[config.mk]
export PLATFORM = sky130hd
export DESIGN_NAME = atl_isqrt
export DESIGN_NICKNAME = d
export VERILOG_FILES = /design/src/atl_pkg.sv /design/src/atl_isqrt.sv
export SDC_FILE = /design/constraint.sdc
export NUM_CORES = 2
export LEC_CHECK = 0
export BUFFER_PORTS_ARGS = -buffer_cell sky130_fd_sc_hd__buf_2
export CORE_MARGIN = 2
export CORE_UTILIZATION = 69
export CTS_CLUSTER_SIZE = 8
export DETAILED_ROUTE_END_ITERATION = 10
export HOLD_SLACK_MARGIN = 0.02
export PLACE_DENSITY_LB_ADDON = 0.2
export SETUP_SLACK_MARGIN = 0.2
export SYNTH_ARGS = -nofsm -noshare
export SYNTH_HDL_FRONTEND = slang
export SYNTH_SLANG_ARGS = --single-unit
[constraint.sdc]
create_clock -name i_clk -period 8.23 [get_ports i_clk]
set_input_delay 0.4115 -clock i_clk [delete_from_list [all_inputs] [get_ports i_clk]]
set_output_delay 0.4115 -clock i_clk [all_outputs]
set_load 0.01 [all_outputs]
[src/atl_pkg.sv]
// Shared constants, types and the arctangent table for the tilt-angle block.
// No dependencies.
package atl_pkg;

    localparam int SAMPLE_WIDTH_DEF = 16;
    localparam int CORDIC_STEPS_DEF = 16;
    localparam int ATAN_ENTRIES     = 24;
    localparam int ANGLE_W          = 15;
    localparam int ANGLE_LIMIT      = 9000;
    // Radicand is always 62 bits: the sum of squares is pre-shifted by 2*(31 - width).
    localparam int RAD_W            = 62;
    localparam int ROOT_W           = RAD_W / 2;
    localparam int CORDIC_W         = 35;
    localparam int ACC_W            = 32;

    // atan(2^-i) in 0.01 degree with 16 fraction bits
    function automatic logic [ACC_W-1:0] atan_entry(input int idx);
        logic [ACC_W-1:0] v;
        case (idx)
            0:  v = 32'd294912000;
            1:  v = 32'd174096719;
            2:  v = 32'd91987925;
            3:  v = 32'd46694507;
            4:  v = 32'd23437865;
            5:  v = 32'd11730358;
            6:  v = 32'd5866610;
            7:  v = 32'd2933484;
            8:  v = 32'd1466765;
            9:  v = 32'd733385;
            10: v = 32'd366693;
            11: v = 32'd183346;
            12: v = 32'd91673;
            13: v = 32'd45837;
            14: v = 32'd22918;
            15: v = 32'd11459;
            16: v = 32'd5730;
            17: v = 32'd2865;
            18: v = 32'd1432;
            19: v = 32'd716;
            20: v = 32'd358;
            21: v = 32'd179;
            22: v = 32'd90;
            23: v = 32'd45;
            default: v = '0;
        endcase
        return v;
    endfunction

endpackage

[src/atl_isqrt.sv]
// Pipelined digit-by-digit floor square root, one root bit per stage.
// Depends on atl_pkg.
module atl_isqrt import atl_pkg::*; (
    input  logic              i_clk,
    input  logic              i_en,
    input  logic [RAD_W-1:0]  i_rad,
    output logic [ROOT_W-1:0] o_root
);

    localparam int REM_W = ROOT_W + 2;
    localparam int CUR_W = ROOT_W + 4;

    logic [REM_W-1:0]  r_rem  [ROOT_W];
    logic [ROOT_W-1:0] r_root [ROOT_W];
    logic [RAD_W-1:0]  r_rest [ROOT_W];

    for (genvar k = 0; k < ROOT_W; k++) begin : g_stage
        logic [REM_W-1:0]  w_rem_p;
        logic [ROOT_W-1:0] w_root_p;
        logic [RAD_W-1:0]  w_rest_p;
        logic [CUR_W-1:0]  w_cur;
        logic [CUR_W-1:0]  w_trial;
        logic              w_ge;

        if (k == 0) begin : g_first
            assign w_rem_p  = '0;
            assign w_root_p = '0;
            assign w_rest_p = i_rad;
        end else begin : g_next
            assign w_rem_p  = r_rem[k-1];
            assign w_root_p = r_root[k-1];
            assign w_rest_p = r_rest[k-1];
        end

        // bring down the next two radicand bits, try root*4+1
        assign w_cur   = {w_rem_p, w_rest_p[RAD_W-1 -: 2]};
        assign w_trial = {2'b00, w_root_p, 2'b01};
        assign w_ge    = (w_cur >= w_trial);

        always_ff @(posedge i_clk) begin
            if (i_en) begin
                r_rem[k]  <= w_ge ? REM_W'(w_cur - w_trial) : REM_W'(w_cur);
                r_root[k] <= {w_root_p[ROOT_W-2:0], w_ge};
                r_rest[k] <= {w_rest_p[RAD_W-3:0], 2'b00};
            end
        end
    end

    assign o_root = r_root[ROOT_W-1];

endmodule

Word level (Yosys, flattened, before mapping)
Memory sizes are Yosys's and may differ from the RTL's.
Cells that the tools add are included.
{ "op_classes": {"n_addsub": 31, "order_cmp": 31, "mux": 33} }
{ "op_table": {"columns": ["cell", "count"], "rows": [
  ["greater-or-equal comparator 35 x 33 -> 1 bit", 30],
  ["two-way mux 33 bit", 31],
  ["subtractor 33 bit", 30],
  ["subtractor 2 x 1 -> 3 bit, second input constant", 1],
  ["greater-or-equal comparator 2 x 1 -> 1 bit, second input constant", 1],
  ["two-way mux 1 bit", 2]
]} }
{ "totals": {"reg_bits": 0, "ramBits": 3844, "inputBits": 64, "out_inout_bits": 31, "wordCells": 98, "mem_count": 3} }
{ "memory_table": {"columns": ["name", "words", "word_bits", "read_ports", "rd_clocked_by_memory_dff", "wr", "line", "text"], "rows": [
  ["r_rest", 31, 60, 30, 0, 31, "atl_isqrt.sv:15", "logic [RAD_W-1:0] r_rest [ROOT_W];"],
  ["r_rem", 31, 33, 30, 0, 31, "atl_isqrt.sv:13", "logic [REM_W-1:0] r_rem [ROOT_W];"],
  ["r_root", 31, 31, 31, 0, 31, "atl_isqrt.sv:14", "logic [ROOT_W-1:0] r_root [ROOT_W];"]
]} }

Depth between registers and ports, before layout
An unclocked memory read counts as a cell.
{ "depth": {"depth_word": 3, "depth_mapped": 15, "depth_no_buf": 13} }

Worst setup path before layout
Ideal clock, no wire load.
{ "synth_path": {"path_kind": "reg2reg", "from": "memory r_rem[10][2] (netlist name)", "to": "memory r_rem[10][59] (netlist name) (data pin)", "setup_ns": 0.267, "t_arrival_ns": 3.054, "t_required_ns": 7.963, "path_slack_ns": 4.909, "path_stages_with_launch": 11, "n_path_buf": 0, "period_less_slack_ns": 3.321, "cell_sequence": "edfxtp_1 -> ha_1 -> a21oi_1 -> nor3b_1 -> a21oi_1 -> o311a_1 -> o31ai_1 -> o21ai_0 -> a2111oi_0 -> nor3b_1 -> xor2_1"} }
{ "synth_rtl": {"columns": ["element", "line"], "rows": [
  ["start, declared", "atl_isqrt.sv:13"]
]} }

==> results.toml <==
[status]
status = "completed"

[sta]
fin_skew_ns = 0.07286
finalCritPeriodShare_pct = 55.12
period_needed_ns = 4.536
setup_viol = 0
whs_ns = 0.1677
setup_ws_ns = 3.694
finalSetupTns_ns = 0
rsz0062_at_grt = "no"
final_max_slew_viol_count = 0
slew_headroom_pct = 4.711
max_freq_mhz = 220.4
worst_pin_slew_ns = 1.428
hold_viol = 0

[routing]
vias = 70938
totalWireLength_microns = 260400
ant_nets = 0
dr.pass1.iters = 8
vias_per_cell = 6.373
drt_iter0_drc = 8215
drc = 0
wire_per_inst_microns = 23.40

[cells_and_area]
fin_nets = 9618
layout-drive-gt1-share_pct = 7.265
final_common_cell = "edfxtp_1"
final_cell_mix = "edfxtp_1, inv_1, nand2_1"
syn2layout_area_growth_pct = 11.36
fin_cells = 11131
final_core_util_pct = 77.18

[logic_synthesis]
synth-edff-count = 2368
synth_cell_types = 86
synthFlopType = "edfxtp_1"
avgSynthCellArea_sq_um = 12.81
synth_xor_area_share_pct = 5.979
yosysSeqAreaShare_pct = 64.12
synth_cells = 8656
ys_ff_latch = 2368
synthMuxAreaShare_pct = 1.029
synth_top_family_by_area = "simple AND/OR/NAND/NOR gates"
synth_nets = 9248
ys_async_sr_fraction_pct = 0
synth_simple_gate_area_share_pct = 10.20
synth_compound_area_share_pct = 9.885
synth.cell_area_sq_um = 110900
yosys.area_share.adder_pct = 5.957
yosysWarningCount = 0

[clock_tree]
root_buffer = "clkbuf_16"
clockBufferDepth = 4
h-tree-depth = 5
clk_pin_slew_ns = 0.05
worstSkewPairLatency_ns = 0.94
cts_setup_buffers = 0
cts_tree = "done"
cts-resized-gates = 0
cts_sinks = 2368
cts_buffers = 346

[worst_setup_path]
crit_arrival_ns = 5.19
crit_chain = "inv_1, ha_1, o21a_1, o21a_1, o2111ai_1, a31oi_1, o211ai_1, o21bai_2, and3_1, nand4_1, xnor2_1"
slowest_stage = "o21bai_2"
slowest_delay_ns = 1.17
cp_common_cell = "o21a_1"
rr_worst_depth = 11
r2r_setup_slack_ns = 3.69
startpoint_type = "register"
timing.rr.end = "r_rem[7][28]"
reg2reg_from = "r_root[6][31]"
path_max_fanout = 28
crit_required_ns = 8.88
critPathKind = "register to register"
endpoint_kind = "register"

[die]
dieArea_sq_um = 163900
rows = 147
fp.dieW_microns = 404.9
coreArea_sq_um = 160000
boundaryPins = 95
start_util_pct = 69.30
die_y_microns = 404.9

[placement]
hpwl_microns = 168700
post-place-cells = 10700
place_ws_ns = 4.001
portBuffers = 94
place_congestion = 0.9147

[grt]
grt_first_pass_wirelength_microns = 399900
grt_max_degree = 222
antenna_found_initial = 5
grt_pass1_vias = 70482
grtUsageTotal_pct = 31.68
grt-ovfl-total = 0

[power_and_ir_drop]
p_per_area_nw_per_um2 = 289.9
ir_drop_v = 0.0003466
p_leak_nw = 47.40

[hold_path]
worstHoldEndpoint = "r_rest[0][10]"
hp-class = "input port to register"
whs_path_depth = 2
min-delay-start = "i_rad[10]"

[run]
maxCapViolations = 0
-- report_power, final --
group	switching (mW)	internal, mW
Sequential	1.09	15.2
Combinational	4.26	2.85
Clock	4.84	7.52
Total	10.2	25.6
-- worst max path at each step --
stage,to,from,cells after the start
final,r_rem[7][28],r_root[6][31],11
after global routing,r_rem[4][24],r_rem[3][51],9
after CTS,r_rem[7][28],r_root[6][31],11
after detailed placement,r_rem[4][20],r_rem[3][54],8
after global placement,r_rem[2][28],r_rem[1][49],9
after floorplan,r_rem[10][59],r_rem[10][2],10
-- synth_stat cells, drive strengths merged, types with 70 or more instances --
cell,n,share of area (%)
o21ai,484,2.2
xnor2,375,3.0
inv,656,2.2
nand3,131,0.59
nand2,623,2.1
clkbuf,161,0.54
nor3,229,1.0
nand4,99,0.56
edfxtp,2368,64
or3,90,0.51
a21oi,511,2.3
o21a,108,0.73
nor2,551,1.9
nand2b,107,0.60
ha,528,6.0
nor2b,80,0.45
a21o,214,1.4
or4,70,0.48
nor4,99,0.57
mux2,80,0.81
xor2,382,3.0
-- repair_timing --
| item | in CTS | in global routing |
|---|---|---|
| setup endpoints to repair | 0 | 0 |
| hold endpoints to repair | 89 | 0 |
| hold buffers | 64 | 0 |
-- worst max-delay path: cells and delay by family, from the launching register on --
kind / cells / cell delay (ns)
simple gates: 2 / 0.73
buf+inv: 1 / 0.07
flops: 1 / 0.45
xor+xnor: 1 / 0.17
fa+ha+maj: 1 / 0.36
compound gates: 6 / 2.43
-- sequential cells by signal, indices dropped and copies added (netlist names) --
register,flops
r_rem,942
r_rest,930
r_root,496
-- stage by stage --
stage               power, mW  cell area (sq um)
floorplan               21.01             110900
global placement        23.15             113900
detailed placement      23.32             113900
CTS                     35.82             123500
global route            37.18             123500
finish                  35.80             123500
-- per-layer routing --
metal  vias to the layer above  GRT usage (%)  routed length, microns
li1                      32574              -                       -
met1                     34196          39.65                  100400
met2                      3290          54.29                  130000
met3                       870          4.820                   16490
met4                         8          15.21                   13560
met5                         -              0                      49
-- layout make-up --
type	instances	area [sq um]
clock buffer	358	8874
multi-input combinational	5455	36740
inverter	656	2462
sequential	2368	71110
tap	2086	2610
timing repair buffer	199	1597
clock inverter	7	101.3
antenna	2	5.005
fill	9273	36520
-- cells by family (layout without fill, tap and decap cells) --
family	count (synthesis)	in the layout
fa+ha+maj	528	528
mux	104	104
buf+inv	833	1220
compound gates	1762	1762
simple gates	2303	2303
flops	2368	2368
other cells	1	3
xor+xnor	757	757
Power figures use the tool's default switching activity.
