--- src/atl_pkg.sv ---
// Shared constants, types and the arctangent table for the tilt-angle block.
// No dependencies.
package atl_pkg;

    localparam int SAMPLE_WIDTH_DEF = 16;
    localparam int CORDIC_STEPS_DEF = 16;
    localparam int ATAN_ENTRIES     = 24;
    localparam int ANGLE_W          = 15;
    localparam int ANGLE_LIMIT      = 9000;
    // Radicand is always 62 bits: the sum of squares is pre-shifted by 2*(31 - width).
    localparam int RAD_W            = 62;
    localparam int ROOT_W           = RAD_W / 2;
    localparam int CORDIC_W         = 35;
    localparam int ACC_W            = 32;

    // atan(2^-i) in 0.01 degree with 16 fraction bits
    function automatic logic [ACC_W-1:0] atan_entry(input int idx);
        logic [ACC_W-1:0] v;
        case (idx)
            0:  v = 32'd294912000;
            1:  v = 32'd174096719;
            2:  v = 32'd91987925;
            3:  v = 32'd46694507;
            4:  v = 32'd23437865;
            5:  v = 32'd11730358;
            6:  v = 32'd5866610;
            7:  v = 32'd2933484;
            8:  v = 32'd1466765;
            9:  v = 32'd733385;
            10: v = 32'd366693;
            11: v = 32'd183346;
            12: v = 32'd91673;
            13: v = 32'd45837;
            14: v = 32'd22918;
            15: v = 32'd11459;
            16: v = 32'd5730;
            17: v = 32'd2865;
            18: v = 32'd1432;
            19: v = 32'd716;
            20: v = 32'd358;
            21: v = 32'd179;
            22: v = 32'd90;
            23: v = 32'd45;
            default: v = '0;
        endcase
        return v;
    endfunction

endpackage

--- src/atl_cordic.sv ---
// Pipelined CORDIC vectoring unit: angle of (magnitude, opposite side) in 0.01 degree,
// rounded and clamped. Depends on atl_pkg.
module atl_cordic import atl_pkg::*; #(
    parameter int SAMPLE_WIDTH = SAMPLE_WIDTH_DEF,
    parameter int STEPS        = CORDIC_STEPS_DEF
) (
    input  logic                      i_clk,
    input  logic                      i_en,
    input  logic [ROOT_W-1:0]         i_mag,
    input  logic signed [SAMPLE_WIDTH:0] i_opp,
    output logic signed [ANGLE_W-1:0] o_angle
);

    localparam int FRAC_H = 31 - SAMPLE_WIDTH;
    localparam int YS_PAD = CORDIC_W - (SAMPLE_WIDTH + 1) - FRAC_H;

    typedef struct packed {
        logic zero_mag;
        logic zero_opp;
        logic neg;
    } t_flags;

    logic signed [CORDIC_W-1:0] r_xs  [STEPS+1];
    logic signed [CORDIC_W-1:0] r_ys  [STEPS+1];
    logic signed [ACC_W-1:0]    r_acc [STEPS+1];
    t_flags                     r_flg [STEPS+1];
    logic signed [ANGLE_W-1:0]  r_angle;

    always_ff @(posedge i_clk) begin
        if (i_en) begin
            r_xs[0]           <= {{(CORDIC_W-ROOT_W){1'b0}}, i_mag};
            r_ys[0]           <= {{YS_PAD{i_opp[SAMPLE_WIDTH]}}, i_opp, {FRAC_H{1'b0}}};
            r_acc[0]          <= '0;
            r_flg[0].zero_mag <= (i_mag == '0);
            r_flg[0].zero_opp <= (i_opp == '0);
            r_flg[0].neg      <= i_opp[SAMPLE_WIDTH];
        end
    end

    for (genvar i = 0; i < STEPS; i++) begin : g_rot
        logic signed [CORDIC_W-1:0] w_dx;
        logic signed [CORDIC_W-1:0] w_dy;
        logic signed [ACC_W-1:0]    w_ang;

        assign w_dx  = r_ys[i] >>> i;
        assign w_dy  = r_xs[i] >>> i;
        assign w_ang = $signed(atan_entry(i));

        // rotate toward the x axis
        always_ff @(posedge i_clk) begin
            if (i_en) begin
                if (!r_ys[i][CORDIC_W-1]) begin
                    r_xs[i+1]  <= r_xs[i] + w_dx;
                    r_ys[i+1]  <= r_ys[i] - w_dy;
                    r_acc[i+1] <= r_acc[i] + w_ang;
                end else begin
                    r_xs[i+1]  <= r_xs[i] - w_dx;
                    r_ys[i+1]  <= r_ys[i] + w_dy;
                    r_acc[i+1] <= r_acc[i] - w_ang;
                end
                r_flg[i+1] <= r_flg[i];
            end
        end
    end

    logic [ACC_W-1:0]          w_abs;
    logic [ACC_W-1:0]          w_rnd;
    logic [ACC_W-17:0]         w_q;
    logic [ANGLE_W-1:0]        w_qc;
    logic signed [ANGLE_W-1:0] w_res;
    logic signed [ANGLE_W-1:0] n_angle;

    always_comb begin
        w_abs = r_acc[STEPS][ACC_W-1] ? ACC_W'(-r_acc[STEPS]) : ACC_W'(r_acc[STEPS]);
        w_rnd = w_abs + ACC_W'(32768);
        w_q   = w_rnd[ACC_W-1:16];
        w_qc  = (w_q > (ACC_W-16)'(ANGLE_LIMIT)) ? ANGLE_W'(ANGLE_LIMIT) : w_q[ANGLE_W-1:0];
        w_res = r_acc[STEPS][ACC_W-1] ? -$signed(w_qc) : $signed(w_qc);
        if (r_flg[STEPS].zero_mag) begin
            if (r_flg[STEPS].zero_opp) begin
                n_angle = '0;
            end else if (r_flg[STEPS].neg) begin
                n_angle = -$signed(ANGLE_W'(ANGLE_LIMIT));
            end else begin
                n_angle = $signed(ANGLE_W'(ANGLE_LIMIT));
            end
        end else if (r_flg[STEPS].zero_opp) begin
            n_angle = '0;
        end else begin
            n_angle = w_res;
        end
    end

    always_ff @(posedge i_clk) begin
        if (i_en) begin
            r_angle <= n_angle;
        end
    end

    assign o_angle = r_angle;

endmodule

--- config.mk ---
export PLATFORM = sky130hd
export DESIGN_NAME = atl_cordic
export DESIGN_NICKNAME = d
export VERILOG_FILES = /design/src/atl_pkg.sv /design/src/atl_cordic.sv
export SDC_FILE = /design/constraint.sdc
export NUM_CORES = 2
export LEC_CHECK = 0
export BUFFER_PORTS_ARGS = -buffer_cell sky130_fd_sc_hd__buf_4
export CORE_MARGIN = 1
export CORE_UTILIZATION = 35
export DETAILED_ROUTE_END_ITERATION = 6
export HOLD_SLACK_MARGIN = 0.12
export PLACE_DENSITY = 0.58
export SETUP_SLACK_MARGIN = 0.3
export SYNTH_ARGS = -nofsm -noshare
export SYNTH_HDL_FRONTEND = slang
export SYNTH_SLANG_ARGS = --single-unit
--- constraint.sdc ---
create_clock -name i_clk -period 4.9 [get_ports i_clk]
set_input_delay 0.245 -clock i_clk [delete_from_list [all_inputs] [get_ports i_clk]]
set_output_delay 0.245 -clock i_clk [all_outputs]
set_load 0.005 [all_outputs]
== After elaboration in Yosys (flattened, before gate mapping) ==
Memory sizes are Yosys's and may differ from the RTL's.
Index checks and enable logic that the tools add are counted.
Storage, ports and cells
  bits in registers: 15
  output and inout bits: 15
  RAM bits: 1785
  bits of input ports: 50
  memories: 4
Memory list
  r_xs: depth 17, bits a word 35, rd ports 16, clocked after memory_dff 0, wr ports 17, line atl_cordic.sv:23  | logic signed [CORDIC_W-1:0] r_xs [STEPS+1];
  r_ys: depth 17, bits a word 35, rd ports 16, clocked after memory_dff 0, wr ports 17, line atl_cordic.sv:24  | logic signed [CORDIC_W-1:0] r_ys [STEPS+1];
  r_acc: depth 17, bits a word 32, rd ports 17, clocked after memory_dff 0, wr ports 17, line atl_cordic.sv:25  | logic signed [ACC_W-1:0] r_acc [STEPS+1];
  r_flg: depth 17, bits a word 3, rd ports 17, clocked after memory_dff 0, wr ports 17, line atl_cordic.sv:26  | t_flags r_flg [STEPS+1];
Operators by class
  add/subtract/negate cells: 98
  reductions and logical operators: 2
  bitwise logic cells: 48
  magnitude comparators: 1
  mux-type cells: 153
Operators with widths (number)
  $mux W35: 32
  $mux W32: 17
  $mux W1: 98
  $mux W15: 6
  $add A35 B20 Y35: 2
  $add A35 B21 Y35: 2
  $add A35 B22 Y35: 2
  $add A35 B23 Y35: 2
  $add A35 B24 Y35: 2
  $add A35 B25 Y35: 2
  $add A35 B26 Y35: 2
  $add A35 B27 Y35: 2
  $add A35 B28 Y35: 2
  $add A35 B29 Y35: 2
  $add A35 B30 Y35: 2
  $add A35 B31 Y35: 2
  $add A35 B32 Y35: 2
  $add A35 B33 Y35: 2
  $add A35 B34 Y35: 2
  $sub A35 B20 Y35: 2
  $sub A35 B21 Y35: 2
  $sub A35 B22 Y35: 2
  $sub A35 B23 Y35: 2
  $sub A35 B24 Y35: 2
  other kinds (50): 109

== Longest topological paths before layout ==
An unclocked memory read counts as a cell.
  word-level depth: 10
  mapped depth: 26
  gate-level depth less buffers: 23

== Least setup slack after synthesis ==
OpenSTA, ideal clock, no wires.
  path kind: input to register
  start: input port i_en
  end: memory r_ys[4][33] (data pin)
  setup slack: -0.255 ns
  library setup time: 0.258 ns
  arrival time: 4.897 ns
  path buffers: 4
  stages: 20
  cell sequence: clkbuf_1 > clkbuf_1 > nand2_1 > inv_1 > clkbuf_1 > buf_1 > nor2_1 > xor2_1 > ha_1 > a21oi_1 > o21bai_1 > a2111oi_0 > o41ai_1 > a31oi_1 > nor3_1 > a41oi_1 > o211ai_1 > a41o_1 > a21oi_1 > xnor2_1
RTL lines
  start: declaration: line atl_cordic.sv:8  | input logic i_en,
  end: declaration: line atl_cordic.sv:24

==> qor.txt <==
antenna violations before repair - 1
All-Layer GR Usage - 0.175
vias - 101000
Hold WS - 0.293 ns
setup violators final - 0
Final Cycle Share - 0.977
worst min path class - in2reg
Worst Skew - 0.103 ns
post-route ant nets - 0
register area share after synthesis - 0.367
CTS tree - built
Net Count, Synth - 14400
worst-skew pair later-pin latency - 0.93 ns
Synth Instances - 12900
fill cell count - 34100
Via density - 5.18
Worst-path clk slew - 0.06 ns
final-report hold violation count - 0
drc violations - 4
Die Footprint - 360000 um2
DR iter-0 viols - 5722
clk sinks - 1530
Setup crit end kind - register
first-pass GRT wire length - 514000 um
Seq cells post-synth - 1530
Syn Area/Cell - 9.74 um2
Worst slew margin - 0.300
Critical Path RT - 5.55 ns
Worst path top cell family by delay - simple AND/OR/NAND/NOR gates
CTS Buf Count - 187
drt wl/cell - 16.9 um
largest net degree at the start of global routing - 173
area of the mapped netlist - 125000 um2
worst path buffer plus inverter count - 10
max_cap viols - 0
Worst Path Max Fanout - 4
gpl congestion - 0.906
Synth cell types - 101
row count - 219
Tmin final - 4.79 ns
nets - 16100
area added between synthesis and finish - 23.3%
outcome - finished with violations
Pins Over Slew Limit - 0
initial core utilization - 0.352
Least-Margin Pin Slew - 1.05 ns
crit path launch type - register
pre-CTS setup slack - -0.0903 ns
H-tree Lvls - 4
Final WS setup - 0.111 ns
Async SR Flop Fraction - 0
Ys Warns - 0
CP max stage delay - 0.59 ns
critical path's most frequent cell - buf_6
clk buf depth - 4
Main synth FF type - edfxtp_1
# IOs - 65
Clock Tree Root - clkbuf_16
PortBufs - 64
unrepaired setup endpoints after global routing - true
commonest non-fill, non-tap cell in the layout - buf_4
Critical-path top delay cell - or4_4
drt first pass iters - 7
layout cell share with drive strength beyond 1 - 0.185
number of global-route vias before repair - 97200
commonest cells after routing, fill and taps aside - buf_4 (1576), edfxtp_1 (1530), ha_1 (1376), xnor2_1 (1215), a21oi_1 (1140)
Post-synth EDFFs - 1530
WS Path Type - reg2reg
crit path DAT - 5.44 ns
total core area - 356000 um2
overall routed net length - 330000 um
gr ovfl total - 0
Die X - 600 um
failing checks - DRC
DP HPWL - 260000 um
Die Height - 600 um
Peak Freq - 0.209 GHz
final cells by class:
cell class,instances,area [um2],share of cell area
flip-flops and latches,1530,45900,0.297
inverters,519,1960,0.0127
multi-input cells,10600,80800,0.523
diodes,2,5.00,0.0000324
well taps,4751,5940,0.0385
repair buffers,1740,13700,0.0886
clock buffers,215,4780,0.0310
clock inverters,124,1340,0.00866
Yosys cell counts, types with 26 or more instances:
master    number  share of area
a211o_1       35         0.0024
a211oi_1      88         0.0053
a21boi_0      36         0.0022
a21o_1       528          0.032
a21oi_1     1239          0.050
a31o_2        26         0.0018
a31oi_1       99         0.0049
a41oi_1       26         0.0018
and2_1        74         0.0037
and3_1       116         0.0058
and4_1        36         0.0025
clkbuf_1     157         0.0047
edfxtp_1    1530           0.37
fa_1          39         0.0062
ha_1        1411           0.14
inv_1        508          0.015
mux2_2        34         0.0031
mux2i_1       34         0.0027
nand2_1      757          0.023
nand2b_1     225          0.011
nand3_1      230         0.0092
nand3b_1      31         0.0019
nand4_1       63         0.0031
nor2_1      1015          0.030
nor2b_1      150         0.0075
nor3_1       342          0.014
nor4_1       110         0.0055
o211ai_1      58         0.0035
o21a_1       203          0.012
o21ai_0      709          0.028
o21bai_1     167          0.010
o31ai_1      170          0.010
o41ai_1       89         0.0062
or2_2         58         0.0029
or3_1        100         0.0050
or4_1         62         0.0037
xnor2_1     1230          0.086
xor2_1       670          0.047
per-layer routing:
metal | up-vias | track usage | part of all wire
met5 | - | 0 | 0
met4 | 0 | 0.0637 | 0.041
met3 | 546 | 0.0173 | 0.030
met2 | 1486 | 0.323 | 0.50
met1 | 47600 | 0.210 | 0.42
li1 | 51500 | - | -
through the flow:
step / instances / util / cell area [um2] / TNS [ns]
2_1_floorplan: 12900 / - / 125000 / 0
4_1_cts: 19400 / 0.422 / 150000 / 0
3_5_place_dp: 18900 / 0.398 / 142000 / -0.337
5_1_grt: 19500 / 0.434 / 154000 / -0.818
6_report: 19500 / 0.434 / 154000 / 0
3_3_place_gp: 18900 / 0.398 / 142000 / -0.666
final timing paths:
path | startpoint | to | slack [ns] | cells after the start
setup / recovery | r_xs[8][16] | r_ys[9][24] | 0.11 | 26
setup reg to reg | r_xs[8][16] | r_ys[9][24] | 0.11 | 26
hold reg to reg | r_flg[8][1] | r_flg[9][1] | 0.36 | 0
hold / removal | i_mag[21] | r_flg[0][2] | 0.29 | 5
worst min-delay path: stages:
cell and delay, ns:
dlygate4sd3_1 0.52, buf_4 0.11, nor4_1 0.05, nand4_1 0.10, nor2_1 0.04
logic make-up after synthesis:
logic type               synth area share
flip-flops                          0.367
multiplexers                      0.00604
XOR/XNOR                            0.133
AND/OR/NAND/NOR                     0.133
AO/OA/AOI/OAI                       0.192
adder cells (fa/ha/maj)             0.147
buffers and inverters              0.0213
timing repair:
item                                    CTS  global route
hold buffers                             97             0
endpoints found under the setup margin   98           213
cloned                                    0             1
resized for setup                       211           738
buffers inserted                         61           150
hold endpoints to repair                376             0
pin swaps                                93           407
state kept, by name, summed over array words and instances (netlist names):
name / flops
o_angle: 15
r_ys: 506
r_xs: 507
r_acc: 451
r_flg: 51
Power is not shown: default switching activity piles up to over one toggle a cycle in this logic, so the estimate is an artifact.
